[src/rtl/assert_macros.svh]
// assertion macros for the classifier
`ifndef ASSERT_MACROS_SVH
`define ASSERT_MACROS_SVH

// same-cycle implication, sampled on clk, off during rst
`define AST_IMPLY(lbl, ante, cons) \
  lbl: assert property (@(posedge clk) disable iff (rst) (ante) |-> (cons)) \
    else $error("assertion failed");

// next-cycle implication, sampled on clk, off during rst
`define AST_NEXT(lbl, ante, cons) \
  lbl: assert property (@(posedge clk) disable iff (rst) (ante) |=> (cons)) \
    else $error("assertion failed");

`endif

[src/rtl/apc_pkg.sv]
// package with types, codes and constants of the protocol classifier
`timescale 1ns / 1ps
package apc_pkg;

  localparam int MAX_PAYLOAD_DEF = 65535;

  localparam logic [2:0] CLS_UNKNOWN = 3'd0;
  localparam logic [2:0] CLS_TLS     = 3'd1;
  localparam logic [2:0] CLS_HTTP    = 3'd2;
  localparam logic [2:0] CLS_DNS     = 3'd3;
  localparam logic [2:0] CLS_QUIC    = 3'd4;

  localparam logic       REG_DNS_PORT  = 1'b0;
  localparam logic       REG_QUIC_PORT = 1'b1;
  localparam logic [15:0] DNS_PORT_RST  = 16'd53;
  localparam logic [15:0] QUIC_PORT_RST = 16'd443;

  localparam logic [15:0] TLS_SID_POS   = 16'd43;
  localparam logic [7:0]  TLS_HANDSHAKE = 8'h16;
  localparam logic [7:0]  TLS_MAJOR     = 8'h03;
  localparam logic [7:0]  TLS_HELLO     = 8'h01;

  localparam logic [31:0] HTTP_GET    = "GET ";
  localparam logic [31:0] HTTP_POST   = "POST";
  localparam logic [31:0] HTTP_PUT    = "PUT ";
  localparam logic [31:0] HTTP_HEAD   = "HEAD";
  localparam logic [47:0] HTTP_DELETE = "DELETE";
  localparam logic [39:0] HTTP_RESP   = "HTTP/";

  localparam logic [7:0] CHAR_H  = "H";
  localparam logic [7:0] CHAR_CR = 8'h0d;
  localparam logic [7:0] CHAR_LF = 8'h0a;
  localparam logic [2:0] HOST_KEY_LEN = 3'd6;

  localparam logic [7:0]  DNS_QR_MASK  = 8'h80;
  localparam logic [7:0]  QUIC_LONG    = 8'h80;
  localparam logic [31:0] QUIC_V1      = 32'h0000_0001;
  localparam logic [31:0] QUIC_V2      = 32'h6b33_43cf;
  localparam logic [31:0] QUIC_DRAFT   = 32'hff00_0000;

  typedef enum logic [3:0] {
    TP_SID, TP_CIPH_HI, TP_CIPH_LO, TP_COMP, TP_EXTL_HI, TP_EXTL_LO,
    TP_TYPE_HI, TP_TYPE_LO, TP_DLEN_HI, TP_DLEN_LO, TP_NAME_HI, TP_NAME_LO, TP_DONE
  } tls_phase_t;

  typedef enum logic [1:0] {HP_SEARCH, HP_VALUE, HP_DONE} host_phase_t;

  typedef struct packed {
    logic        take;
    logic        restart;
    logic        active;
    logic        last;
    logic [15:0] pos;
    logic [7:0]  data;
  } byte_ctl_t;

  typedef struct packed {
    logic        seen;
    logic [15:0] start;
    logic [15:0] len;
  } tls_info_t;

  typedef struct packed {
    host_phase_t phase;
    logic [15:0] start;
    logic [15:0] end_pos;
  } host_info_t;

  typedef struct packed {
    logic [2:0]  app_class;
    logic        name_found;
    logic [16:0] name_offset;
    logic [15:0] name_length;
    logic [15:0] dns_id;
    logic [7:0]  dns_flag_byte;
    logic [15:0] dns_questions;
  } result_t;

  function automatic logic [7:0] host_key(input logic [2:0] idx);
    logic [7:0] k;
    case (idx)
      3'd0: k = "H";
      3'd1: k = "o";
      3'd2: k = "s";
      3'd3: k = "t";
      3'd4: k = ":";
      3'd5: k = " ";
      default: k = "H";
    endcase
    return k;
  endfunction

endpackage

[src/rtl/apc_byte_if.sv]
// input channel: one payload byte with packet marks and ports
`timescale 1ns / 1ps
interface apc_byte_if;
  logic        valid;
  logic        ready;
  logic [7:0]  payload_byte;
  logic        first_byte;
  logic        last_byte;
  logic [15:0] payload_start;
  logic [15:0] source_port;
  logic [15:0] destination_port;

  modport source (output valid, payload_byte, first_byte, last_byte, payload_start,
                  source_port, destination_port, input ready);
  modport sink (input valid, payload_byte, first_byte, last_byte, payload_start,
                source_port, destination_port, output ready);
endinterface

[src/rtl/apc_result_if.sv]
// output channel: one classification word per packet
`timescale 1ns / 1ps
interface apc_result_if;
  logic        valid;
  logic        ready;
  logic [2:0]  app_class;
  logic        name_found;
  logic [16:0] name_offset;
  logic [15:0] name_length;
  logic [15:0] dns_id;
  logic [7:0]  dns_flag_byte;
  logic [15:0] dns_questions;

  modport source (output valid, app_class, name_found, name_offset, name_length, dns_id,
                  dns_flag_byte, dns_questions, input ready);
  modport sink (input valid, app_class, name_found, name_offset, name_length, dns_id,
                dns_flag_byte, dns_questions, output ready);
endinterface

[src/rtl/apc_tls.sv]
// tls clienthello walker that locates the server name
`timescale 1ns / 1ps
module apc_tls (
  input  logic                clk,
  input  logic                rst,
  input  apc_pkg::byte_ctl_t  ctl,
  output apc_pkg::tls_info_t  info
);

  apc_pkg::tls_phase_t phase, phase_cur, phase_next;
  logic [16:0] skip, skip_cur, skip_next;
  logic [7:0]  field, field_cur, field_next;
  logic [15:0] sni_start, sni_start_cur, sni_start_next;
  logic [15:0] sni_length, sni_length_cur, sni_length_next;
  logic        sni_seen, sni_seen_cur, sni_seen_next;
  logic [16:0] pos17, data17, word17;
  logic        hit;

  always_comb begin
    phase_cur      = ctl.restart ? apc_pkg::TP_SID : phase;
    skip_cur       = ctl.restart ? 17'd0 : skip;
    field_cur      = ctl.restart ? 8'd0 : field;
    sni_start_cur  = ctl.restart ? 16'd0 : sni_start;
    sni_length_cur = ctl.restart ? 16'd0 : sni_length;
    sni_seen_cur   = ctl.restart ? 1'b0 : sni_seen;
    pos17  = {1'b0, ctl.pos};
    data17 = {9'd0, ctl.data};
    word17 = {1'b0, field_cur, ctl.data};
    hit    = ctl.active && phase_cur != apc_pkg::TP_SID && phase_cur != apc_pkg::TP_DONE &&
             pos17 == skip_cur;
  end

  // phase sequence
  always_comb begin
    phase_next = phase_cur;
    if (ctl.active && phase_cur == apc_pkg::TP_SID && ctl.pos == apc_pkg::TLS_SID_POS) begin
      phase_next = apc_pkg::TP_CIPH_HI;
    end else if (hit) begin
      unique case (phase_cur)
        apc_pkg::TP_CIPH_HI: phase_next = apc_pkg::TP_CIPH_LO;
        apc_pkg::TP_CIPH_LO: phase_next = apc_pkg::TP_COMP;
        apc_pkg::TP_COMP:    phase_next = apc_pkg::TP_EXTL_HI;
        apc_pkg::TP_EXTL_HI: phase_next = apc_pkg::TP_EXTL_LO;
        apc_pkg::TP_EXTL_LO: phase_next = apc_pkg::TP_TYPE_HI;
        apc_pkg::TP_TYPE_HI: phase_next = apc_pkg::TP_TYPE_LO;
        apc_pkg::TP_TYPE_LO: phase_next = (word17 == 17'd0) ? apc_pkg::TP_NAME_HI
                                                            : apc_pkg::TP_DLEN_HI;
        apc_pkg::TP_DLEN_HI: phase_next = apc_pkg::TP_DLEN_LO;
        apc_pkg::TP_DLEN_LO: phase_next = apc_pkg::TP_TYPE_HI;
        apc_pkg::TP_NAME_HI: phase_next = apc_pkg::TP_NAME_LO;
        apc_pkg::TP_NAME_LO: phase_next = apc_pkg::TP_DONE;
        default:             phase_next = phase_cur;
      endcase
    end
  end

  // skip pointer, field byte and name capture
  always_comb begin
    skip_next       = skip_cur;
    field_next      = field_cur;
    sni_start_next  = sni_start_cur;
    sni_length_next = sni_length_cur;
    sni_seen_next   = sni_seen_cur;
    if (ctl.active && phase_cur == apc_pkg::TP_SID && ctl.pos == apc_pkg::TLS_SID_POS) begin
      skip_next = pos17 + 17'd1 + data17;
    end else if (hit) begin
      unique case (phase_cur)
        apc_pkg::TP_CIPH_HI, apc_pkg::TP_TYPE_HI, apc_pkg::TP_DLEN_HI,
        apc_pkg::TP_NAME_HI: begin
          field_next = ctl.data;
          skip_next  = pos17 + 17'd1;
        end
        apc_pkg::TP_CIPH_LO, apc_pkg::TP_DLEN_LO: skip_next = pos17 + 17'd1 + word17;
        apc_pkg::TP_COMP: skip_next = pos17 + 17'd1 + data17;
        apc_pkg::TP_EXTL_HI, apc_pkg::TP_EXTL_LO: skip_next = pos17 + 17'd1;
        apc_pkg::TP_TYPE_LO: skip_next = (word17 == 17'd0) ? pos17 + 17'd6 : pos17 + 17'd1;
        apc_pkg::TP_NAME_LO: begin
          sni_start_next  = ctl.pos + 16'd1;
          sni_length_next = word17[15:0];
          sni_seen_next   = 1'b1;
        end
        default: skip_next = skip_cur;
      endcase
    end
  end

  assign info.seen  = sni_seen_next;
  assign info.start = sni_start_next;
  assign info.len   = sni_length_next;

  always_ff @(posedge clk) begin
    if (rst) begin
      phase <= apc_pkg::TP_SID;
      skip <= '0;
      field <= '0;
      sni_start <= '0;
      sni_length <= '0;
      sni_seen <= 1'b0;
    end else if (ctl.take) begin
      if (ctl.last) begin
        phase <= apc_pkg::TP_SID;
        skip <= '0;
        field <= '0;
        sni_start <= '0;
        sni_length <= '0;
        sni_seen <= 1'b0;
      end else begin
        phase <= phase_next;
        skip <= skip_next;
        field <= field_next;
        sni_start <= sni_start_next;
        sni_length <= sni_length_next;
        sni_seen <= sni_seen_next;
      end
    end
  end

endmodule

[src/rtl/apc_host.sv]
// http host header matcher
`timescale 1ns / 1ps
module apc_host (
  input  logic                clk,
  input  logic                rst,
  input  apc_pkg::byte_ctl_t  ctl,
  output apc_pkg::host_info_t info
);

  apc_pkg::host_phase_t phase, phase_cur, phase_next;
  logic [2:0]  match, match_cur, match_next, match_inc;
  logic [15:0] start, start_cur, start_next;
  logic [15:0] end_pos, end_cur, end_next;
  logic        key_hit, lf_hit;

  always_comb begin
    phase_cur = ctl.restart ? apc_pkg::HP_SEARCH : phase;
    match_cur = ctl.restart ? 3'd0 : match;
    start_cur = ctl.restart ? 16'd0 : start;
    end_cur   = ctl.restart ? 16'd0 : end_pos;
    match_inc = match_cur + 3'd1;
    key_hit   = ctl.data == apc_pkg::host_key(match_cur);
    lf_hit    = match_cur != 3'd0 && ctl.data == apc_pkg::CHAR_LF;
  end

  always_comb begin
    phase_next = phase_cur;
    if (ctl.active) begin
      unique case (phase_cur)
        apc_pkg::HP_SEARCH: begin
          if (key_hit && match_inc == apc_pkg::HOST_KEY_LEN) phase_next = apc_pkg::HP_VALUE;
        end
        apc_pkg::HP_VALUE: begin
          if (lf_hit) phase_next = apc_pkg::HP_DONE;
        end
        default: phase_next = phase_cur;
      endcase
    end
  end

  always_comb begin
    match_next = match_cur;
    start_next = start_cur;
    end_next   = end_cur;
    if (ctl.active) begin
      case (phase_cur)
        apc_pkg::HP_SEARCH: begin
          if (key_hit) begin
            if (match_inc == apc_pkg::HOST_KEY_LEN) begin
              match_next = 3'd0;
              start_next = ctl.pos + 16'd1;
            end else begin
              match_next = match_inc;
            end
          end else begin
            match_next = {2'b00, ctl.data == apc_pkg::CHAR_H};
          end
        end
        apc_pkg::HP_VALUE: begin
          if (lf_hit) end_next = ctl.pos - 16'd1;
          else match_next = {2'b00, ctl.data == apc_pkg::CHAR_CR};
        end
        default: match_next = match_cur;
      endcase
    end
  end

  assign info.phase   = phase_next;
  assign info.start   = start_next;
  assign info.end_pos = end_next;

  always_ff @(posedge clk) begin
    if (rst) begin
      phase <= apc_pkg::HP_SEARCH;
      match <= '0;
      start <= '0;
      end_pos <= '0;
    end else if (ctl.take) begin
      if (ctl.last) begin
        phase <= apc_pkg::HP_SEARCH;
        match <= '0;
        start <= '0;
        end_pos <= '0;
      end else begin
        phase <= phase_next;
        match <= match_next;
        start <= start_next;
        end_pos <= end_next;
      end
    end
  end

endmodule

[src/rtl/apc_outq.sv]
// two-entry result buffer: output register plus skid stage
`timescale 1ns / 1ps
module apc_outq (
  input  logic              clk,
  input  logic              rst,
  input  logic              push,
  input  apc_pkg::result_t  push_data,
  output logic              push_ready,
  output logic              out_valid,
  input  logic              out_ready,
  output apc_pkg::result_t  out_data
);

  logic             ov, ov_next, sv, sv_next;
  apc_pkg::result_t o_data, o_data_next, s_data, s_data_next;

  always_comb begin
    ov_next     = ov;
    sv_next     = sv;
    o_data_next = o_data;
    s_data_next = s_data;
    if (!ov || out_ready) begin
      if (sv) begin
        o_data_next = s_data;
        ov_next     = 1'b1;
        sv_next     = 1'b0;
      end else if (push) begin
        o_data_next = push_data;
        ov_next     = 1'b1;
      end else begin
        ov_next = 1'b0;
      end
    end else if (push) begin
      s_data_next = push_data;
      sv_next     = 1'b1;
    end
  end

  always_ff @(posedge clk) begin
    if (rst) begin
      ov <= 1'b0;
      sv <= 1'b0;
    end else begin
      ov <= ov_next;
      sv <= sv_next;
    end
  end

  always_ff @(posedge clk) begin
    o_data <= o_data_next;
    s_data <= s_data_next;
  end

  assign push_ready = !sv;
  assign out_valid  = ov;
  assign out_data   = o_data;

endmodule

[src/rtl/app_protocol_classifier.sv]
// the result word is registered into the result buffer when its packet's last byte is accepted
// throughput: one payload byte per cycle when not stalled, set by the per-byte state update
// results go through a two-entry buffer; bytes stall only when both entries are full
// reset (rst, synchronous): clears packet state, buffer, and sets dns_port 53, quic_port 443
`timescale 1ns / 1ps
`include "assert_macros.svh"
module app_protocol_classifier #(
  parameter int MAX_PAYLOAD = apc_pkg::MAX_PAYLOAD_DEF
) (
  input  logic                clk,
  input  logic                rst,
  apc_byte_if.sink            bytes,
  apc_result_if.source        result,
  input  logic                cfg_wr_en,
  input  logic                cfg_index,
  input  logic [15:0]         cfg_data
);

  logic [15:0] dns_port, quic_port;
  logic [15:0] count, count_cur, count_upd;
  logic [7:0]  head [6];
  logic [7:0]  head_cur [6];
  logic [7:0]  hb [6];
  logic [15:0] ps, sp, dp, ps_cur, sp_cur, dp_cur;
  logic        take, restart, active, push_ready;
  apc_pkg::byte_ctl_t  ctl;
  apc_pkg::tls_info_t  tls_info;
  apc_pkg::host_info_t host_info;
  apc_pkg::result_t    res, out_data;
  logic        is_tls, is_http, is_dns, is_quic;
  logic [16:0] sni_end;
  logic [15:0] http_len;
  logic [31:0] quic_ver;

  assign take    = bytes.valid && push_ready;
  assign restart = bytes.first_byte || count == 16'd0;
  assign count_cur = restart ? 16'd0 : count;
  assign active  = count_cur < 16'(MAX_PAYLOAD);
  assign count_upd = active ? count_cur + 16'd1 : count_cur;
  assign bytes.ready = push_ready;

  assign ps_cur = restart ? bytes.payload_start : ps;
  assign sp_cur = restart ? bytes.source_port : sp;
  assign dp_cur = restart ? bytes.destination_port : dp;

  always_comb begin
    for (int i = 0; i < 6; i++) begin
      head_cur[i] = restart ? 8'd0 : head[i];
      hb[i] = (active && count_cur == 16'(i)) ? bytes.payload_byte : head_cur[i];
    end
  end

  assign ctl.take    = take;
  assign ctl.restart = restart;
  assign ctl.active  = active;
  assign ctl.last    = bytes.last_byte;
  assign ctl.pos     = count_cur;
  assign ctl.data    = bytes.payload_byte;

  apc_tls u_tls (.clk(clk), .rst(rst), .ctl(ctl), .info(tls_info));
  apc_host u_host (.clk(clk), .rst(rst), .ctl(ctl), .info(host_info));

  always_comb begin
    sni_end  = {1'b0, tls_info.start} + {1'b0, tls_info.len};
    quic_ver = {hb[1], hb[2], hb[3], hb[4]};
    http_len = 16'd0;
    if (host_info.phase == apc_pkg::HP_VALUE && host_info.start < count_upd) begin
      http_len = count_upd - host_info.start;
    end else if (host_info.phase == apc_pkg::HP_DONE) begin
      http_len = host_info.end_pos - host_info.start;
    end
    is_tls = count_upd >= 16'd5 && hb[0] == apc_pkg::TLS_HANDSHAKE &&
             hb[1] == apc_pkg::TLS_MAJOR && hb[2] >= 8'd1 && hb[2] <= 8'd3;
    is_http = (count_upd >= 16'd4 && ({hb[0], hb[1], hb[2], hb[3]} == apc_pkg::HTTP_GET ||
                                      {hb[0], hb[1], hb[2], hb[3]} == apc_pkg::HTTP_POST ||
                                      {hb[0], hb[1], hb[2], hb[3]} == apc_pkg::HTTP_PUT ||
                                      {hb[0], hb[1], hb[2], hb[3]} == apc_pkg::HTTP_HEAD)) ||
              (count_upd >= 16'd6 &&
               {hb[0], hb[1], hb[2], hb[3], hb[4], hb[5]} == apc_pkg::HTTP_DELETE) ||
              (count_upd >= 16'd5 &&
               {hb[0], hb[1], hb[2], hb[3], hb[4]} == apc_pkg::HTTP_RESP);
    is_dns = (sp_cur == dns_port || dp_cur == dns_port) && count_upd >= 16'd12 &&
             ({hb[4], hb[5]} != 16'd0 || (hb[2] & apc_pkg::DNS_QR_MASK) != 8'd0);
    is_quic = count_upd >= 16'd5 && (hb[0] & apc_pkg::QUIC_LONG) != 8'd0 &&
              dp_cur == quic_port &&
              (quic_ver == apc_pkg::QUIC_V1 || quic_ver == apc_pkg::QUIC_V2 ||
               (quic_ver & apc_pkg::QUIC_DRAFT) == apc_pkg::QUIC_DRAFT);

    res = '0;
    if (is_tls) begin
      res.app_class = apc_pkg::CLS_TLS;
      if (count_upd > 16'd9 && hb[5] == apc_pkg::TLS_HELLO && tls_info.seen &&
          sni_end <= {1'b0, count_upd}) begin
        res.name_found  = 1'b1;
        res.name_offset = {1'b0, ps_cur} + {1'b0, tls_info.start};
        res.name_length = tls_info.len;
      end
    end else if (is_http) begin
      res.app_class = apc_pkg::CLS_HTTP;
      if (http_len != 16'd0) begin
        res.name_found  = 1'b1;
        res.name_offset = {1'b0, ps_cur} + {1'b0, host_info.start};
        res.name_length = http_len;
      end
    end else if (is_dns) begin
      res.app_class     = apc_pkg::CLS_DNS;
      res.dns_id        = {hb[0], hb[1]};
      res.dns_flag_byte = hb[2];
      res.dns_questions = {hb[4], hb[5]};
    end else if (is_quic) begin
      res.app_class = apc_pkg::CLS_QUIC;
    end else begin
      res.app_class = apc_pkg::CLS_UNKNOWN;
    end
  end

  apc_outq u_outq (
    .clk(clk), .rst(rst),
    .push(take && bytes.last_byte), .push_data(res), .push_ready(push_ready),
    .out_valid(result.valid), .out_ready(result.ready), .out_data(out_data)
  );

  assign result.app_class     = out_data.app_class;
  assign result.name_found    = out_data.name_found;
  assign result.name_offset   = out_data.name_offset;
  assign result.name_length   = out_data.name_length;
  assign result.dns_id        = out_data.dns_id;
  assign result.dns_flag_byte = out_data.dns_flag_byte;
  assign result.dns_questions = out_data.dns_questions;

  always_ff @(posedge clk) begin
    if (rst) begin
      dns_port  <= apc_pkg::DNS_PORT_RST;
      quic_port <= apc_pkg::QUIC_PORT_RST;
    end else if (cfg_wr_en) begin
      if (cfg_index == apc_pkg::REG_DNS_PORT) dns_port <= cfg_data;
      else quic_port <= cfg_data;
    end
  end

  always_ff @(posedge clk) begin
    if (rst) begin
      count <= '0;
      ps <= '0;
      sp <= '0;
      dp <= '0;
      for (int i = 0; i < 6; i++) head[i] <= '0;
    end else if (take) begin
      count <= bytes.last_byte ? 16'd0 : count_upd;
      ps <= ps_cur;
      sp <= sp_cur;
      dp <= dp_cur;
      for (int i = 0; i < 6; i++) head[i] <= bytes.last_byte ? 8'd0 : hb[i];
    end
  end

  `AST_NEXT(a_last_gives_word, bytes.valid && bytes.ready && bytes.last_byte, result.valid)
  `AST_IMPLY(a_name_only_named, result.valid && result.app_class != apc_pkg::CLS_TLS && result.app_class != apc_pkg::CLS_HTTP, !result.name_found && result.name_length == 16'd0)
  `AST_IMPLY(a_dns_only_dns, result.valid && result.app_class != apc_pkg::CLS_DNS, result.dns_id == 16'd0 && result.dns_questions == 16'd0)

endmodule

[src/flat_wrapper.sv]
// flat-port wrapper written by rule: the top's interface ports become plain ports
module app_protocol_classifier_flat 
#(
  parameter int MAX_PAYLOAD = apc_pkg::MAX_PAYLOAD_DEF
)
  (clk, rst, cfg_wr_en, cfg_index, cfg_data, bytes_valid, bytes_payload_byte, bytes_first_byte, bytes_last_byte, bytes_payload_start, bytes_source_port, bytes_destination_port, bytes_ready, result_valid, result_app_class, result_name_found, result_name_offset, result_name_length, result_dns_id, result_dns_flag_byte, result_dns_questions, result_ready);
  apc_byte_if bytes_i ();
  apc_result_if result_i ();
  input  logic clk;
  input  logic rst;
  input  logic cfg_wr_en;
  input  logic cfg_index;
  input  logic [15:0] cfg_data;
  input wire logic [$bits(bytes_i.valid)-1:0] bytes_valid;
  input wire logic [$bits(bytes_i.payload_byte)-1:0] bytes_payload_byte;
  input wire logic [$bits(bytes_i.first_byte)-1:0] bytes_first_byte;
  input wire logic [$bits(bytes_i.last_byte)-1:0] bytes_last_byte;
  input wire logic [$bits(bytes_i.payload_start)-1:0] bytes_payload_start;
  input wire logic [$bits(bytes_i.source_port)-1:0] bytes_source_port;
  input wire logic [$bits(bytes_i.destination_port)-1:0] bytes_destination_port;
  output wire logic [$bits(bytes_i.ready)-1:0] bytes_ready;
  output wire logic [$bits(result_i.valid)-1:0] result_valid;
  output wire logic [$bits(result_i.app_class)-1:0] result_app_class;
  output wire logic [$bits(result_i.name_found)-1:0] result_name_found;
  output wire logic [$bits(result_i.name_offset)-1:0] result_name_offset;
  output wire logic [$bits(result_i.name_length)-1:0] result_name_length;
  output wire logic [$bits(result_i.dns_id)-1:0] result_dns_id;
  output wire logic [$bits(result_i.dns_flag_byte)-1:0] result_dns_flag_byte;
  output wire logic [$bits(result_i.dns_questions)-1:0] result_dns_questions;
  input wire logic [$bits(result_i.ready)-1:0] result_ready;
  assign bytes_i.valid = bytes_valid;
  assign bytes_i.payload_byte = bytes_payload_byte;
  assign bytes_i.first_byte = bytes_first_byte;
  assign bytes_i.last_byte = bytes_last_byte;
  assign bytes_i.payload_start = bytes_payload_start;
  assign bytes_i.source_port = bytes_source_port;
  assign bytes_i.destination_port = bytes_destination_port;
  assign bytes_ready = bytes_i.ready;
  assign result_valid = result_i.valid;
  assign result_app_class = result_i.app_class;
  assign result_name_found = result_i.name_found;
  assign result_name_offset = result_i.name_offset;
  assign result_name_length = result_i.name_length;
  assign result_dns_id = result_i.dns_id;
  assign result_dns_flag_byte = result_i.dns_flag_byte;
  assign result_dns_questions = result_i.dns_questions;
  assign result_i.ready = result_ready;
  app_protocol_classifier #(.MAX_PAYLOAD(MAX_PAYLOAD)) u_core (.clk(clk), .rst(rst), .bytes(bytes_i), .result(result_i), .cfg_wr_en(cfg_wr_en), .cfg_index(cfg_index), .cfg_data(cfg_data));
endmodule
[config.mk]
export PLATFORM = sky130hd
export DESIGN_NAME = app_protocol_classifier_flat
export DESIGN_NICKNAME = d
export VERILOG_FILES = /design/src/rtl/apc_pkg.sv /design/src/rtl/apc_byte_if.sv /design/src/rtl/apc_result_if.sv /design/src/rtl/apc_tls.sv /design/src/rtl/apc_host.sv /design/src/rtl/apc_outq.sv /design/src/rtl/app_protocol_classifier.sv /design/src/flat_wrapper.sv
export VERILOG_INCLUDE_DIRS = /design/src /design/src/rtl
export SDC_FILE = /design/constraint.sdc
export NUM_CORES = 1
export LEC_CHECK = 0
export BUFFER_PORTS_ARGS = -buffer_cell sky130_fd_sc_hd__buf_2
export CAP_MARGIN = 20
export CORE_ASPECT_RATIO = 1.25
export CORE_UTILIZATION = 45
export CTS_CLUSTER_SIZE = 25
export DETAILED_ROUTE_END_ITERATION = 7
export HOLD_SLACK_MARGIN = 0.05
export PLACE_DENSITY_LB_ADDON = 0.2
export SYNTH_ARGS = -nofsm -noshare
export SYNTH_HDL_FRONTEND = slang
export SYNTH_SLANG_ARGS = --single-unit
[constraint.sdc]
create_clock -name clk -period 12 [get_ports clk]
set_clock_uncertainty 0.05 [all_clocks]
set_input_delay 1.2 -clock clk [delete_from_list [all_inputs] [get_ports clk]]
set_output_delay 1.2 -clock clk [all_outputs]
set_load 0.01 [all_outputs]
==> results of run 1 <==
cell usage in the layout, fill, tap and decap left out, drive strengths merged, types with 12 or more instances in the layout:
master	netlist	layout
nand2	384	384
nor2	252	252
buf	42	214
edfxtp	202	202
dfxtp	197	197
o21ai	174	174
a21oi	162	162
inv	122	124
xnor2	121	121
ha	121	121
nand3	93	93
a22o	76	76
o31ai	75	75
nor3	59	59
clkbuf	156	57
o22ai	53	53
xor2	51	51
a22oi	51	51
mux2i	49	49
nor4	45	45
o21a	40	40
nand4	34	34
and3	34	34
a21o	34	34
a31oi	30	30
or3	25	25
nand2b	25	25
a211oi	22	22
or2	19	19
nor2b	19	19
and2	19	19
a32oi	19	19
o221ai	16	16
or4	15	15
clkinv	2	15
a41oi	12	12
cell families (layout without fill, tap and decap cells):
logic type,after synthesis,after routing,share of synthesized area (%)
simple gates,1071,1071,19.5
mux,51,51,1.95
compound gates,868,868,23.6
buf+inv,322,418,4.99
xor+xnor,172,172,5.72
fa+ha+maj,127,127,6.20
flops,399,399,38.0
registers in the layout, indices dropped and copies added, names as in the netlist, 4 cells and up:
name                     count
u_core.quic_port            16
u_core.u_tls.sni_length     16
u_core.ps                   16
u_core.sp                   16
u_core.u_host.end_pos       16
u_core.u_tls.phase           4
u_core.u_outq.s_data        77
u_core.u_host.start         16
u_core.head                 48
u_core.count                16
u_core.dp                   16
u_core.u_outq.out_data      77
u_core.u_tls.sni_start      16
u_core.dns_port             16
u_core.u_tls.field           8
u_core.u_tls.skip           17
metrics by stage:
stage	instance area [um2]	total power, mW	setup slack [ns]	util, %
2_1_floorplan	26300	1.68	2.56	-
3_5_place_dp	27700	1.77	1.48	48.2
3_3_place_gp	27700	1.77	1.57	48.2
6_report	29200	3.14	1.85	50.7
5_1_grt	29200	3.23	1.20	50.7
4_1_cts	29200	3.15	1.74	50.7
layer usage:
layer	global-route usage [%]	wire length, um	vias to the layer above	share of wire (%)
met1	41.0	39800	11900	41
met4	16.2	5480	0	5.6
li1	-	-	11200	-
met2	53.6	46200	1119	47
met3	4.66	6740	270	6.9
met5	0	0	-	0
area by class of cell:
cell class / count / area share [%]
multi-input cells: 2289 / 51.7
flip-flops and latches: 399 / 34.3
repair buffers: 214 / 4.27
clock buffers: 57 / 4.04
well taps: 750 / 3.22
inverters: 124 / 1.59
clock inverters: 23 / 0.853
power breakdown:
part | switching, mW | internal, mW
sequential | 0.0230 | 1.46
clock | 0.604 | 0.785
combinational | 0.178 | 0.0860
worst max-delay path by stage:
stage | start | to | slack (ns)
global route | bytes_first_byte | u_core.u_outq.out_data[58]$_DFFE_PP_ | 1.20
CTS | u_core.count[11]$_SDFFE_PP0P_ | u_core.u_outq.out_data[58]$_DFFE_PP_ | 1.74
floorplan | bytes_first_byte | u_core.u_outq.s_data[42]$_DFFE_PP_ | 2.56
finish | bytes_first_byte | u_core.u_outq.out_data[58]$_DFFE_PP_ | 1.85
detailed placement | bytes_first_byte | u_core.u_outq.out_data[56]$_DFFE_PP_ | 1.48
global placement | bytes_first_byte | u_core.u_outq.s_data[55]$_DFFE_PP_ | 1.57
critical path: cells and delay by family:
kind | cells | cell delay [ns]
XOR/XNOR | 1 | 0.08
buffers and inverters | 6 | 1.09
AO/OA/AOI/OAI | 15 | 3.72
AND/OR/NAND/NOR | 10 | 3.47
adder cells (fa/ha/maj) | 3 | 0.93
==> results.sh, run 1 <==
export IMPL_status="complete, no violations"
export IMPL_async_flop_share_pct=0
export IMPL_drc=0
export IMPL_critical_path_class="input pin to flop"
export IMPL_drive_gt1_share_pct=12.8
export IMPL_grt_ovfl_total=0
export IMPL_max_slew_margin_pct=28.7
export IMPL_htreeDepth=2
export IMPL_path_common_cell="a21oi_1"
export IMPL_synth_area_leader_cell="edfxtp_1"
export IMPL_min_path_type="flop to flop"
export IMPL_reg2reg_from="u_core.count[9]$_SDFFE_PP0P_"
export IMPL_avgSynthCellArea_um2=8.75
export IMPL_multi_input_area_um2=15100
export IMPL_yosysWarningCount=0
export IMPL_ir_drop_mv=0.109
export IMPL_synth_distinct_cells=96
export IMPL_insertedDiodeCount=0
export IMPL_whs_path_depth=2
export IMPL_final_max_slew_viol_count=0
export IMPL_drv_cap=0
export IMPL_pwr_density_cell_nw_per_um2=108
export IMPL_yosys_most_used_dff="edfxtp_1"
export IMPL_dieArea_um2=59500
export IMPL_dpl_hpwl_um=72500
export IMPL_cts_buffers=44
export IMPL_grt_total_usage_pct=32.4
export IMPL_start_kind="input pin"
export IMPL_place_congestion=1.01
export IMPL_synth_most_common_cell="nand2_1"
export IMPL_min_delay_start="u_core.u_tls.sni_length[0]$_SDFFE_PP0P_"
export IMPL_clockBufferDepth=3
export IMPL_clk_pin_slew_worst_paths_ns=0.06
export IMPL_vias_per_cell=6.37
export IMPL_syn_cell_area_um2=26300
export IMPL_cts_sinks=399
export IMPL_period_share_pct=84.6
export IMPL_tightest_slew_ns=1.06
export IMPL_ant_nets=0
export IMPL_period_needed_ns=10.15
export IMPL_fmax_mhz=98.5
export IMPL_rr_endpoint="u_core.u_outq.out_data[58]$_DFFE_PP_"
export IMPL_tns_ns=0
export IMPL_fillers=5471
export IMPL_grt_pass1_vias=23200
export IMPL_synth_top_area_share_pct=23.0
export IMPL_finalHoldViolations=0
export IMPL_syn_instance_count=3010
export IMPL_critPathCaptureType="flop"
export IMPL_wl_per_cell_um=25.5
export IMPL_synth_area_leaders="edfxtp_1, dfxtp_1, ha_1, nand2_1, xnor2_1"
export IMPL_seqCellArea_um2=10000
export IMPL_portBuffers=158
export IMPL_min_to="u_core.u_tls.sni_length[0]$_SDFFE_PP0P_"
export IMPL_nets=3279
export IMPL_cts_resized=0
export IMPL_synth_nets=3217
export IMPL_slowest_stage="or4_1"
export IMPL_area_growth_pct=10.8
export IMPL_cts_setup_buffers=0
export IMPL_ys_ff_latch=399
export IMPL_worstPathArrival_ns=10.54
export IMPL_wl_um=98200
export IMPL_fp_dieW_um=218
export IMPL_synth_enable_flop_cells=202
export IMPL_synth_seq_area_share_pct=38.0
export IMPL_clock_latency_ns=0.59
export IMPL_cts_tree="yes"
export IMPL_drt_initial_drc_count=2690
export IMPL_rows=98
export IMPL_cp_required_ns=12.38
export IMPL_grt_start_max_net_pins=120
export IMPL_netlist_top_cells_count="nand2_1, nor2_1, edfxtp_1"
export IMPL_grt_pass1_wl_um=146000
export IMPL_path_max_fanout=16
export IMPL_setup_viol=0
export IMPL_start_util_pct=45.8
export IMPL_holdWs_ns=0.399
export IMPL_r2r_slack_ns=2.07
export IMPL_pin_count=159
export IMPL_hold_buffers=0
export IMPL_via_count=24500
export IMPL_fin_cells=3856
export IMPL_die_h_um=272
export IMPL_p_leak_nw=11.3
export IMPL_cts_root_buf="clkbuf_16"
export IMPL_cp_slowest_stage_delay_ns=0.87
export IMPL_dp_cells=3774
export IMPL_core_um2=57500
export IMPL_worstRegToRegCells=26
export IMPL_dr_pass1_iters=6
export IMPL_rsz0062_at_grt="no"
export IMPL_antenna_found_initial=2
Power figures use the tool's default switching activity.
==> inputs of run 2 (changes only) <==
==> constraint.sdc (replaced) <==
create_clock -name clk -period 10.6 [get_ports clk]
set_clock_uncertainty 0.05 [all_clocks]
set_input_delay 1.06 -clock clk [delete_from_list [all_inputs] [get_ports clk]]
set_output_delay 1.06 -clock clk [all_outputs]
set_load 0.01 [all_outputs]
==> run 2 against run 1 <==
Net effect: hold slack worse by 0.0019 ns; die area stayed put; power is 15% higher; critical endpoint is now u_core.u_outq.s_data[72]$_DFFE_PP_; largest power group unchanged.
==> results.sh, run 2 (same netlist as run 1, synthesis figures left out) <==
export IMPL_nets=3285
export IMPL_fp_dieW_um=218
export IMPL_layout_common_cells="nand2_1, nor2_1, edfxtp_1"
export IMPL_rsz0062_at_grt="no"
export IMPL_clk_pin_slew_worst_paths_ns=0.06
export IMPL_grt_total_usage_pct=32.5
export IMPL_dr_pass1_iters=8
export IMPL_cts_resized=0
export IMPL_pwr_density_cell_nw_per_um2=124
export IMPL_min_path_type="flop to flop"
export IMPL_cp_slowest_stage_delay_ns=0.96
export IMPL_dieArea_um2=59500
export IMPL_tightest_slew_ns=1.16
export IMPL_slowest_stage="nor4_1"
export IMPL_core_um2=57500
export IMPL_htreeDepth=2
export IMPL_cts_buffers=45
export IMPL_critPathCaptureType="flop"
export IMPL_cts_sinks=399
export IMPL_rows=98
export IMPL_cts_root_buf="clkbuf_16"
export IMPL_final_max_slew_viol_count=0
export IMPL_holdWs_ns=0.397
export IMPL_setup_viol=0
export IMPL_max_slew_margin_pct=22.4
export IMPL_path_common_cell="a21oi_1"
export IMPL_clock_latency_ns=0.60
export IMPL_p_leak_nw=11.3
export IMPL_start_kind="input pin"
export IMPL_cts_setup_buffers=0
export IMPL_drive_gt1_share_pct=13.1
export IMPL_drt_initial_drc_count=2730
export IMPL_hold_buffers=0
export IMPL_fmax_mhz=101
export IMPL_grt_start_max_net_pins=83
export IMPL_drc=0
export IMPL_status="complete, no violations"
export IMPL_pin_count=159
export IMPL_finalHoldViolations=0
export IMPL_wl_per_cell_um=25.6
export IMPL_period_needed_ns=9.91
export IMPL_start_util_pct=45.8
export IMPL_place_congestion=1.00
export IMPL_ant_nets=0
export IMPL_grt_ovfl_total=0
export IMPL_worstPathArrival_ns=10.26
export IMPL_cts_tree="yes"
export IMPL_crit_buf_inv=8
export IMPL_vias_per_cell=6.36
export IMPL_tns_ns=0
export IMPL_critical_path_class="input pin to flop"
export IMPL_final_common_cell="nand2_1"
export IMPL_drv_cap=0
export IMPL_insertedDiodeCount=0
export IMPL_cp_required_ns=10.95
export IMPL_portBuffers=158
export IMPL_period_share_pct=93.5
export IMPL_ir_drop_mv=0.136
export IMPL_grt_pass1_wl_um=147000
export IMPL_path_max_fanout=21
export IMPL_antenna_found_initial=0
export IMPL_die_h_um=272
export IMPL_via_count=24600
export IMPL_path_delay_family="simple AND/OR/NAND/NOR gates"
export IMPL_dpl_hpwl_um=73400
export IMPL_clockBufferDepth=3
export IMPL_area_growth_pct=11.1
export IMPL_grt_pass1_vias=23200
export IMPL_wl_um=99000
[run 2: worst paths after layout]
kind,from,to,slack [ns],depth (start not counted)
hold reg to reg,u_core.u_tls.sni_start[1]$_SDFFE_PP0P_,u_core.u_tls.sni_start[1]$_SDFFE_PP0P_,0.40,2
setup reg to reg,u_core.count[0]$_SDFFE_PP0P_,u_core.u_outq.s_data[72]$_DFFE_PP_,0.87,35
hold / removal,u_core.u_tls.sni_start[1]$_SDFFE_PP0P_,u_core.u_tls.sni_start[1]$_SDFFE_PP0P_,0.40,2
setup / recovery,bytes_first_byte,u_core.u_outq.s_data[72]$_DFFE_PP_,0.69,37
[run 2: tightest hold or removal path, delay by kind of cell, from the launching register on]
family             cells  cell delay (ns)
AOI/OAI and AO/OA      1             0.05
DFF                    1             0.32
and+or+nand+nor        1             0.04
[run 2: power by group]
part	internal (mW)	switching, mW
clock	0.957	0.680
combinational	0.0969	0.207
sequential	1.66	0.0260
[run 2: metal layers]
metal	GRT usage (%)	share of wire (%)	vias to the layer above
li1	-	-	11200
met1	42.1	41	12000
met2	54.0	47	1087
met3	3.74	6.8	222
met4	15.3	5.2	0
met5	0	0	-
[run 2: layout make-up]
class                   instances  area [um2]
clock buffers                  56        1250
clock inverters                24         258
fillers                      5431       28200
inverters                     124         465
multi-input cells            2289       15100
flip-flops and latches        399       10000
well taps                     750         938
repair buffers                219        1250
[run 2: through the flow]
step                      cells  setup slack [ns]  utilization [%]  total power, mW  area [um2]
after floorplan            3010              1.30                -             1.90       26300
after global placement     3779             0.618             48.2             2.01       27700
after detailed placement   3780             0.327             48.2             2.01       27700
after CTS                  3860             0.839             50.9             3.64       29300
after global routing       3861            0.0777             50.9             3.73       29300
final                      3861             0.692             50.9             3.62       29300
